===== src/rtl/assert_macros.svh =====
// Assertion macros for the RTL of the deadband report block.
`ifndef ASSERT_MACROS_SVH
`define ASSERT_MACROS_SVH

`ifndef SYNTHESIS

// Implication checked on every rising edge outside of reset.
`define ASSERT_CLK(label, clk, rst, prop) \
  label: assert property (@(posedge clk) disable iff (rst) (prop)) \
    else $error("assertion failed in deadband report block");

// A condition that must never be seen outside of reset.
`define ASSERT_NEVER(label, clk, rst, cond) \
  label: assert property (@(posedge clk) disable iff (rst) !(cond)) \
    else $error("forbidden condition in deadband report block");

`else

`define ASSERT_CLK(label, clk, rst, prop)
`define ASSERT_NEVER(label, clk, rst, cond)

`endif

`endif


===== src/rtl/dbh_pkg.sv =====
// Constants and widths for the deadband report block with heartbeat.
package dbh_pkg;

  localparam int TEMP_W     = 15;
  localparam int HUM_W      = 7;
  localparam int TIME_W     = 32;
  localparam int TTHR_W     = 10;
  localparam int HTHR_W     = 6;
  localparam int HBS_W      = 10;
  localparam int HB_MS_W    = 20;
  localparam int CFG_IDX_W  = 2;
  localparam int CFG_DATA_W = 10;
  localparam int IN_DATA_W  = 56;
  localparam int OUT_DATA_W = 24;

  localparam logic [HBS_W-1:0] MS_PER_SECOND = 10'd1000;

  // Register indexes of the configuration port.
  localparam logic [CFG_IDX_W-1:0] CFG_TEMP_DEADBAND     = 2'd0;
  localparam logic [CFG_IDX_W-1:0] CFG_HUM_DEADBAND      = 2'd1;
  localparam logic [CFG_IDX_W-1:0] CFG_HEARTBEAT_SECONDS = 2'd2;

  // Reset values.
  localparam logic [TTHR_W-1:0]        TEMP_DEADBAND_RST = 10'd50;
  localparam logic [HTHR_W-1:0]        HUM_DEADBAND_RST  = 6'd3;
  localparam logic [HB_MS_W-1:0]       HEARTBEAT_MS_RST  = 20'd45000;
  localparam logic signed [TEMP_W-1:0] TEMP_START        = 15'sd2500;
  localparam logic [HUM_W-1:0]         HUM_START         = 7'd60;

endpackage


===== src/rtl/deadband_report_with_heartbeat.sv =====
// Deadband report-by-exception filter with a heartbeat timeout.
//
//  channel | direction | payload                                   | handshake
//  --------+-----------+-------------------------------------------+------------------
//  s_axis  | in        | temperature, humidity, now_ms (56b tdata) | tvalid / tready
//  m_axis  | out       | report flags and reported values (24b),   | tvalid / tready
//          |           | heartbeat flag in tuser                   |
//  cfg     | in        | register index and 10-bit value           | valid / ready
//
// One sample per cycle while each result is taken, set by the single
// compare-and-update on the stored values. A sample waits in the input register
// and its result loads into the output register once that is free or emptied.
// Reset is synchronous and active high; it restores the thresholds, the start
// values and a zero reference time. A result that is not taken holds the output
// register; the input register then keeps its sample and the input side stalls.
`include "assert_macros.svh"

module deadband_report_with_heartbeat (
  input  logic                             clk,
  input  logic                             rst,
  input  logic                             s_axis_tvalid,
  output logic                             s_axis_tready,
  // [14:0] temperature, [21:15] humidity, [53:22] now_ms, [55:54] zero
  input  logic [dbh_pkg::IN_DATA_W-1:0]    s_axis_tdata,
  output logic                             m_axis_tvalid,
  input  logic                             m_axis_tready,
  // [0] report_temperature, [1] report_humidity,
  // [16:2] reported_temperature, [23:17] reported_humidity
  output logic [dbh_pkg::OUT_DATA_W-1:0]   m_axis_tdata,
  // [0] is_heartbeat
  output logic                             m_axis_tuser,
  input  logic                             cfg_valid,
  output logic                             cfg_ready,
  input  logic [dbh_pkg::CFG_IDX_W-1:0]    cfg_index,
  input  logic [dbh_pkg::CFG_DATA_W-1:0]   cfg_data
);

  import dbh_pkg::*;

  // Configuration. The heartbeat period is kept in milliseconds, converted
  // once when the register is written.
  logic [TTHR_W-1:0]  temp_deadband;
  logic [HTHR_W-1:0]  hum_deadband;
  logic [HB_MS_W-1:0] heartbeat_ms;

  // Reference state: last reported values and the time of the last report.
  logic signed [TEMP_W-1:0] last_temperature;
  logic [HUM_W-1:0]         last_humidity;
  logic [TIME_W-1:0]        last_report_time;

  // Input register.
  logic                     s1_valid;
  logic signed [TEMP_W-1:0] s1_temperature;
  logic [HUM_W-1:0]         s1_humidity;
  logic [TIME_W-1:0]        s1_now;

  // Output register.
  logic                     out_valid;
  logic                     out_report_temperature;
  logic                     out_report_humidity;
  logic                     out_is_heartbeat;
  logic signed [TEMP_W-1:0] out_reported_temperature;
  logic [HUM_W-1:0]         out_reported_humidity;

  // Evaluation of the sample held in the input register.
  logic                     advance;
  logic signed [TEMP_W:0]   temp_diff;
  logic [TEMP_W:0]          temp_mag;
  logic signed [HUM_W:0]    hum_diff;
  logic [HUM_W:0]           hum_mag;
  logic [TIME_W-1:0]        since;
  logic                     temp_over;
  logic                     hum_over;
  logic                     beat;
  logic                     rep_t;
  logic                     rep_h;
  logic signed [TEMP_W-1:0] last_temperature_next;
  logic [HUM_W-1:0]         last_humidity_next;

  // The input register moves on whenever the output register is free or
  // is being emptied in this cycle.
  assign advance       = s1_valid && (!out_valid || m_axis_tready);
  assign s_axis_tready = !s1_valid || advance;
  assign cfg_ready     = 1'b1;

  always_comb begin
    temp_diff = {s1_temperature[TEMP_W-1], s1_temperature}
              - {last_temperature[TEMP_W-1], last_temperature};
    temp_mag  = temp_diff[TEMP_W] ? (TEMP_W+1)'(-temp_diff) : (TEMP_W+1)'(temp_diff);
    hum_diff  = {1'b0, s1_humidity} - {1'b0, last_humidity};
    hum_mag   = hum_diff[HUM_W] ? (HUM_W+1)'(-hum_diff) : (HUM_W+1)'(hum_diff);
    since     = s1_now - last_report_time;

    temp_over = temp_mag > {{(TEMP_W+1-TTHR_W){1'b0}}, temp_deadband};
    hum_over  = hum_mag > {{(HUM_W+1-HTHR_W){1'b0}}, hum_deadband};
    // The heartbeat only fires when neither channel crossed its deadband.
    beat      = !temp_over && !hum_over
             && (since >= {{(TIME_W-HB_MS_W){1'b0}}, heartbeat_ms});
    rep_t     = temp_over || beat;
    rep_h     = hum_over || beat;

    last_temperature_next = rep_t ? s1_temperature : last_temperature;
    last_humidity_next    = rep_h ? s1_humidity : last_humidity;
  end

  // Configuration writes.
  always_ff @(posedge clk) begin
    if (rst) begin
      temp_deadband <= TEMP_DEADBAND_RST;
      hum_deadband  <= HUM_DEADBAND_RST;
      heartbeat_ms  <= HEARTBEAT_MS_RST;
    end else if (cfg_valid && cfg_ready) begin
      unique case (cfg_index)
        CFG_TEMP_DEADBAND:     temp_deadband <= cfg_data[TTHR_W-1:0];
        CFG_HUM_DEADBAND:      hum_deadband  <= cfg_data[HTHR_W-1:0];
        CFG_HEARTBEAT_SECONDS: heartbeat_ms  <= {{(HB_MS_W-HBS_W){1'b0}}, cfg_data}
                                              * {{(HB_MS_W-HBS_W){1'b0}}, MS_PER_SECOND};
        default: ;
      endcase
    end
  end

  // Control and reference state.
  always_ff @(posedge clk) begin
    if (rst) begin
      s1_valid         <= 1'b0;
      out_valid        <= 1'b0;
      last_temperature <= TEMP_START;
      last_humidity    <= HUM_START;
      last_report_time <= '0;
    end else begin
      if (s_axis_tvalid && s_axis_tready) begin
        s1_valid <= 1'b1;
      end else if (advance) begin
        s1_valid <= 1'b0;
      end
      if (advance) begin
        out_valid        <= 1'b1;
        last_temperature <= last_temperature_next;
        last_humidity    <= last_humidity_next;
        if (rep_t || rep_h) begin
          last_report_time <= s1_now;
        end
      end else if (m_axis_tready) begin
        out_valid <= 1'b0;
      end
    end
  end

  // Payload registers.
  always_ff @(posedge clk) begin
    if (s_axis_tvalid && s_axis_tready) begin
      s1_temperature <= s_axis_tdata[TEMP_W-1:0];
      s1_humidity    <= s_axis_tdata[TEMP_W+HUM_W-1:TEMP_W];
      s1_now         <= s_axis_tdata[TEMP_W+HUM_W+TIME_W-1:TEMP_W+HUM_W];
    end
    if (advance) begin
      out_report_temperature   <= rep_t;
      out_report_humidity      <= rep_h;
      out_is_heartbeat         <= beat;
      out_reported_temperature <= last_temperature_next;
      out_reported_humidity    <= last_humidity_next;
    end
  end

  assign m_axis_tvalid = out_valid;
  assign m_axis_tdata  = {out_reported_humidity, out_reported_temperature,
                          out_report_humidity, out_report_temperature};
  assign m_axis_tuser  = out_is_heartbeat;

  // A heartbeat always reports both channels.
  `ASSERT_CLK(a_beat_reports_both, clk, rst,
    out_valid && out_is_heartbeat |-> out_report_temperature && out_report_humidity)
  // A waiting result always agrees with the stored reference values.
  `ASSERT_CLK(a_out_matches_state, clk, rst,
    out_valid |-> out_reported_temperature == last_temperature
                  && out_reported_humidity == last_humidity)
  // Any report moves the reference time to the sample's timestamp.
  `ASSERT_CLK(a_report_sets_time, clk, rst,
    advance && (rep_t || rep_h) |=> last_report_time == $past(s1_now))
  // A sample without a report leaves the reference state untouched.
  `ASSERT_CLK(a_quiet_keeps_state, clk, rst,
    advance && !rep_t && !rep_h |=> $stable(last_report_time)
                                    && $stable(last_temperature)
                                    && $stable(last_humidity))

endmodule

===== config.mk =====
export PLATFORM = sky130hd
export DESIGN_NAME = deadband_report_with_heartbeat
export DESIGN_NICKNAME = d
export VERILOG_FILES = /design/src/rtl/dbh_pkg.sv /design/src/rtl/deadband_report_with_heartbeat.sv
export VERILOG_INCLUDE_DIRS = /design/src /design/src/rtl
export SDC_FILE = /design/constraint.sdc
export NUM_CORES = 1
export LEC_CHECK = 0
export ABC_AREA = 1
export BUFFER_PORTS_ARGS = -buffer_cell sky130_fd_sc_hd__buf_4
export CAP_MARGIN = 20
export CORE_ASPECT_RATIO = 0.75
export CORE_MARGIN = 2
export CORE_UTILIZATION = 50
export CTS_CLUSTER_SIZE = 8
export DETAILED_ROUTE_END_ITERATION = 7
export GPL_TIMING_DRIVEN = 0
export HOLD_SLACK_MARGIN = 0.12
export PLACE_DENSITY = 0.68
export SLEW_MARGIN = 20
export SYNTH_ARGS = -nofsm -noshare
export SYNTH_HDL_FRONTEND = slang
export SYNTH_SLANG_ARGS = --single-unit
export TNS_END_PERCENT = 50

===== constraint.sdc =====
create_clock -name clk -period 7.4 [get_ports clk]
set_clock_uncertainty 0.2 [all_clocks]
set_input_delay 1.11 -clock clk [delete_from_list [all_inputs] [get_ports clk]]
set_output_delay 1.11 -clock clk [all_outputs]
set_load 0.005 [all_outputs]

Word-level counts from Yosys, hierarchy flattened:

Index checks and enable logic that the tools add are counted.

* bits in registers: 168
* latch bits: 0
* RAM bits: 0
* ROM bits: 0
* input port bits: 73
* logic and storage cells: 55
* memories: 0

* add/subtract/negate cells: 5
* $mul: 1
* divide/modulo/power cells: 0
* $lt $le $gt $ge: 3
* equality and inequality tests: 2
* shifts and indexed selects: 0
* multiplexer cells: 8
* bitwise gates (word level): 0
* reduce and logical (&&, ||, !) cells: 20

Operators by type and width (number)
* >= comparator 32 x 20 -> 1 bit: 1
* subtractor 32 bit: 1
* multiplier 10 x 7 -> 17 bit, second input constant: 1
* greater-than comparator 16 x 10 -> 1 bit: 1
* two-way mux 16 bit: 1
* negator 16 bit: 1
* subtractor 15 x 15 -> 16 bit: 1
* two-way mux 15 bit: 1
* greater-than comparator 8 x 6 -> 1 bit: 1
* two-way mux 8 bit: 1
* negator 8 bit: 1
* AND reduction 2 bit: 4
* subtractor 7 x 7 -> 8 bit: 1
* two-way mux 7 bit: 1
* logical OR 1 bit: 5
* logical AND 1 bit: 4
* logical NOT 1 bit: 4
* two-way mux 1 bit: 4
* nonzero test 2 bit: 2
* equality test 2 x 1 -> 1 bit, second input constant: 1
* equality test 2 bit, second input constant: 1
* logical NOT 2 bit: 1

Depth between registers and ports, before layout:

* depth after elaboration: 10
* mapped depth: 30
* gate-level depth less buffers: 30

Worst setup path before layout:

Ideal clock, no wire load.

* path kind: input port to flip-flop
* start: input cfg_data[0] (netlist name)
* end: register heartbeat_ms[18]
* arrival time: 4708 ps
* setup slack: 2377 ps
* cell stages on the path: 19
* path buffers: 0
* cells stage by stage: fa_1 -> inv_1 -> fa_1 -> fa_1 -> inv_1 -> fa_1 -> ha_1 -> a21oi_1 -> nand2_1 -> a21oi_1 -> inv_1 -> a21oi_1 -> o21bai_1 -> a21oi_1 -> nor2_1 -> nor2_1 -> xnor2_1 -> o21ai_0 -> inv_1

* longest elaborated chain between the ends: 1

Ends and longest elaborated chain
* start, declared: RTL line deadband_report_with_heartbeat.sv:35 `input logic [dbh_pkg::CFG_DATA_W-1:0] cfg_data`
* multiplier 10 x 7 -> 17 bit: RTL line deadband_report_with_heartbeat.sv:117 `* {{(HB_MS_W-HBS_W){1'b0}}, MS_PER_SECOND};`
* end signal, assigned: RTL line deadband_report_with_heartbeat.sv:116 `CFG_HEARTBEAT_SECONDS: heartbeat_ms <= {{(HB_MS_W-HBS_W){1'b0}}, cfg_data}`
* end, declared: RTL line deadband_report_with_heartbeat.sv:44 `logic [HB_MS_W-1:0] heartbeat_ms;`

No other way between the ends.
A chain may end at the register's enable or synchronous reset.

Final worst setup path:

Same ends and word-level chain as after synthesis.

==> summary.md <==
| Metric | Value |
|---|---|
| Global placer's final weighted congestion | `0.921` |
| Hold Slack | `0.258 ns` |
| Hold path depth | `2` |
| Filler cell count in the final layout | `2365` |
| Largest net degree at the start of global routing | `55` |
| Area of the mapped netlist | `0.0126 mm²` |
| Most common library cell in the layout ignoring fill and taps | `nand2_1` |
| Worst min-delay path category | `flip-flop to flip-flop` |
| Initial antenna violation count | `0` |
| Clock tree from TritonCTS | `yes` |
| Clock network fraction of total power | `0.274` |
| Worst path slowest cell | `fa_1` |
| Root buf cell | `clkbuf_16` |
| Kind of capture point of the worst setup path | `flip-flop` |
| Number of clock buffers inserted by TritonCTS | `17` |
| Post-route minimum period | `5.22 ns` |
| Final antenna-violating net count | `0` |
| Combined area of the multi-input logic cells | `0.00713 mm²` |
| Largest family of logic cells by synthesized area | `simple AND/OR/NAND/NOR gates` |
| Crit Path Category | `input port to flip-flop` |
| Endpoint arrival time on the critical path | `5.34 ns` |
| Via-per-instance ratio | `5.09` |
| FF+latch count, synth | `168` |
| Count of distinct cell types in the synthesized netlist | `50` |
| Post-synthesis share of cell area spent on xor and xnor gates | `0.0312` |
| Leakage component of the power | `7.18 nW` |
| Crit Reg-Reg Startpoint | `s1_temperature[0]` |
| Number of max-slew violations in the final report | `0` |
| Power Internal | `0.00211 W` |
| Iteration-0 DRC count of the detailed router | `905` |
| Sequential power share | `0.320` |
| Peak Freq | `0.192 GHz` |
| Chip width | `187 µm` |
| Worst-margin pin slew | `0.901 ns` |
| Commonest cells after routing, fill and taps aside | `nand2_1 (470), inv_1 (307), a21oi_1 (141), nand3_1 (136), ha_1 (129)` |
| Worst voltage drop across the vdd grid | `189 µV` |
| Routed len/inst | `14.3 µm` |
| Maximum buffer depth of the clock tree | `2` |
| Fraction of the mapped netlist area in compound gates | `0.0913` |
| Fraction of final layout cells sized beyond drive strength 1 | `0.0951` |
| Post-route total power | `0.00336 W` |
| Number of failing hold endpoints at the final stage | `0` |
| Gate family responsible for the most delay along the worst path | `adder cells` |
| Clock sink count | `168` |
| Post-Route Setup TNS | `0 ns` |
| Endpoint of the worst-slack reg-to-reg timing path | `out_reported_humidity[4]` |
| End point of the worst hold path | `last_report_time[20]` |
| Endpoints failing setup | `0` |
| Drt total wl | `31.0 mm` |
| Final design instance area without fill | `0.0144 mm²` |
| Share of synthesized flip-flops with an asynchronous set or reset | `0` |
| Vias in the first global route | `10.0k` |
| Row cnt | `50` |
| Number of instances resized during post-cts repair | `0` |
| Starting utilization of the core area | `0.508` |
| Instance area after placement | `0.0138 mm²` |
| Seq/Total Area, Yosys | `0.329` |
| Setup repair after global routing missed its margin | `no` |
| Maximum fanout along the worst path | `7` |
| PD cells | `234 mW/mm²` |
| Number of warnings reported in the yosys synthesis log | `0` |
| Syn Area/Cell | `7.41 µm²` |
| Multiplexer share of the synthesized area | `0` |
| Mapped Nets | `1937` |
| Post-CTS Hold Buffers | `0` |
| Port bufs | `96` |
| Logic pwr share | `0.406` |
| Buf/Inv on CP | `5` |
| Sequential cell area | `0.00415 mm²` |
| Reg clk slew, reported paths | `0.06 ns` |
| Cells along the critical path | `buf_4 -> fa_1 -> inv_1 -> fa_1 -> fa_1 -> inv_1 -> fa_1 -> ha_1 -> a21oi_1 -> nand2_1 -> a21oi_1 -> inv_1 -> a21oi_1 -> o21bai_1 -> a21oi_1 -> nor2_1 -> nor2_1 -> xnor2_1 -> o21ai_0 -> inv_1` |
| Normalized max-slew margin | `0.400` |
| Post-route clock period utilization | `0.705` |
| Number of cells produced by synthesis | `1702` |
| H-tree depth reported by CTS | `4` |
| Count of inserted antenna diode cells | `0` |
| Post-detail-place hpwl | `24.5 mm` |
| Run status | `completed` |
| Height of the chip | `142 µm` |
| Simple logic cell fraction of the synthesized area | `0.262` |
| Switching Share | `0.372` |
| Number of nets in the final layout | `2053` |
| Register-to-Register Path Depth | `26` |
| Drt pass-1 iters | `5` |
| Full die area | `0.0265 mm²` |
| Total Routing Usage GR | `0.241` |
| Post-route DRC | `0` |
| Max-capacitance violation count | `0` |
| NetSw | `0.00125 W` |
| Post-CTS setup buffer count | `0` |
| CP max stage delay | `0.58 ns` |
| Clock Latency Late Sink | `0.44 ns` |
| Core Region | `0.0248 mm²` |
| Top_reg_cell synth | `dfxtp_1` |
| Synth Area in Adders | `0.180` |
| Via count | `11.0k` |
| Number of enable flip-flop cells after synthesis | `79` |
| Number of I/O pins | `101` |
| Gr ovfl total | `0` |
| Post-layout util | `0.578` |
| Global-route wire length before repair | `50.9 mm` |
| Kind of launch point of the worst setup path | `input port` |
| Flop-to-flop setup slack | `2.60 ns` |
| Area growth from synthesis to layout | `13.9%` |
| Worst hold start | `last_report_time[20]` |
| Critical Path RT | `7.53 ns` |
[per-stage QoR]
step,worst slack [ns],std cells
2_1_floorplan,2.38,1702
3_3_place_gp,1.90,2136
3_5_place_dp,1.76,2137
4_1_cts,2.21,2168
5_1_grt,1.95,2168
6_report,2.18,2168
[state kept, by name, indices dropped and copies added (netlist names), 6 cells and up]
signal	cells
last_temperature	15
out_reported_humidity	7
temp_deadband	10
s1_temperature	15
s1_now	32
out_reported_temperature	15
s1_humidity	7
last_humidity	7
heartbeat_ms	17
hum_deadband	6
last_report_time	32
[layer usage]
metal	global-route usage	up-vias	share of wire	routed length [µm]
met1	0.376	5061	0.53	16600
met3	0.0396	26	0.056	1740
met5	0	-	0	0
met4	0.0543	0	0.0097	299
met2	0.348	267	0.40	12400
li1	-	5673	-	-
[power by group through the flow]
stage          logic (W)  clock network (W)  registers, W
2_1_floorplan    0.00100                  0       0.00109
3_3_place_gp     0.00132                  0       0.00109
3_5_place_dp     0.00135                  0       0.00110
4_1_cts          0.00136           0.000936       0.00108
5_1_grt          0.00157           0.000971       0.00108
6_report         0.00137           0.000919       0.00108
[how the worst max path moves through the flow]
| stage | slack (ns) | start | depth (start not counted) | end |
|---|---|---|---|---|
| 6_report | 2.18 | cfg_data[0] | 20 | heartbeat_ms[18] |
| 5_1_grt | 1.95 | cfg_data[0] | 20 | heartbeat_ms[18] |
| 4_1_cts | 2.21 | cfg_data[0] | 20 | heartbeat_ms[18] |
| 3_5_place_dp | 1.76 | cfg_data[0] | 20 | heartbeat_ms[18] |
| 3_3_place_gp | 1.90 | cfg_data[0] | 20 | heartbeat_ms[18] |
| 2_1_floorplan | 2.38 | cfg_data[0] | 19 | heartbeat_ms[18] |
[Yosys cell counts, types with 6 or more instances]
master	count	share of area
nor2_1	97	0.029
o21ai_0	35	0.014
inv_1	308	0.092
a21oi_1	141	0.056
ha_1	129	0.13
nand2_2	14	0.0069
nand2_1	470	0.14
and2_1	11	0.0055
nand3_1	136	0.054
clkbuf_1	17	0.0051
nand3b_1	7	0.0042
dfxtp_1	89	0.14
xnor2_1	18	0.013
nor3_1	8	0.0032
fa_1	33	0.052
o21bai_1	6	0.0036
edfxtp_1	79	0.19
o211ai_1	10	0.0060
nand4_1	16	0.0079
xor2_1	25	0.017
[final cells by class]
class,instances,share of cell area
Multi-Input combinational cell,1192,0.496
Sequential cell,168,0.289
Inverter,310,0.0812
Timing Repair Buffer,97,0.0516
Clock buffer,19,0.0308
Tap cell,338,0.0294
Buffer,32,0.0117
Clock inverter,12,0.0103
[logic make-up (layout without fill, tap and decap cells)]
group | Yosys count | after routing
xor gates and xnor gates | 44 | 44
other | 1 | 1
DFF | 168 | 168
AOI/OAI and AO/OA | 209 | 209
and+or+nand+nor | 776 | 776
adders and majority gates | 162 | 162
buffers and inverters | 342 | 470
[tightest hold or removal path, cell delays in order (launching register included)]
cell     delay (ns)
dfxtp_1        0.31
nand2_1        0.06
a21oi_1        0.05
(Power assumes the default switching activity.)
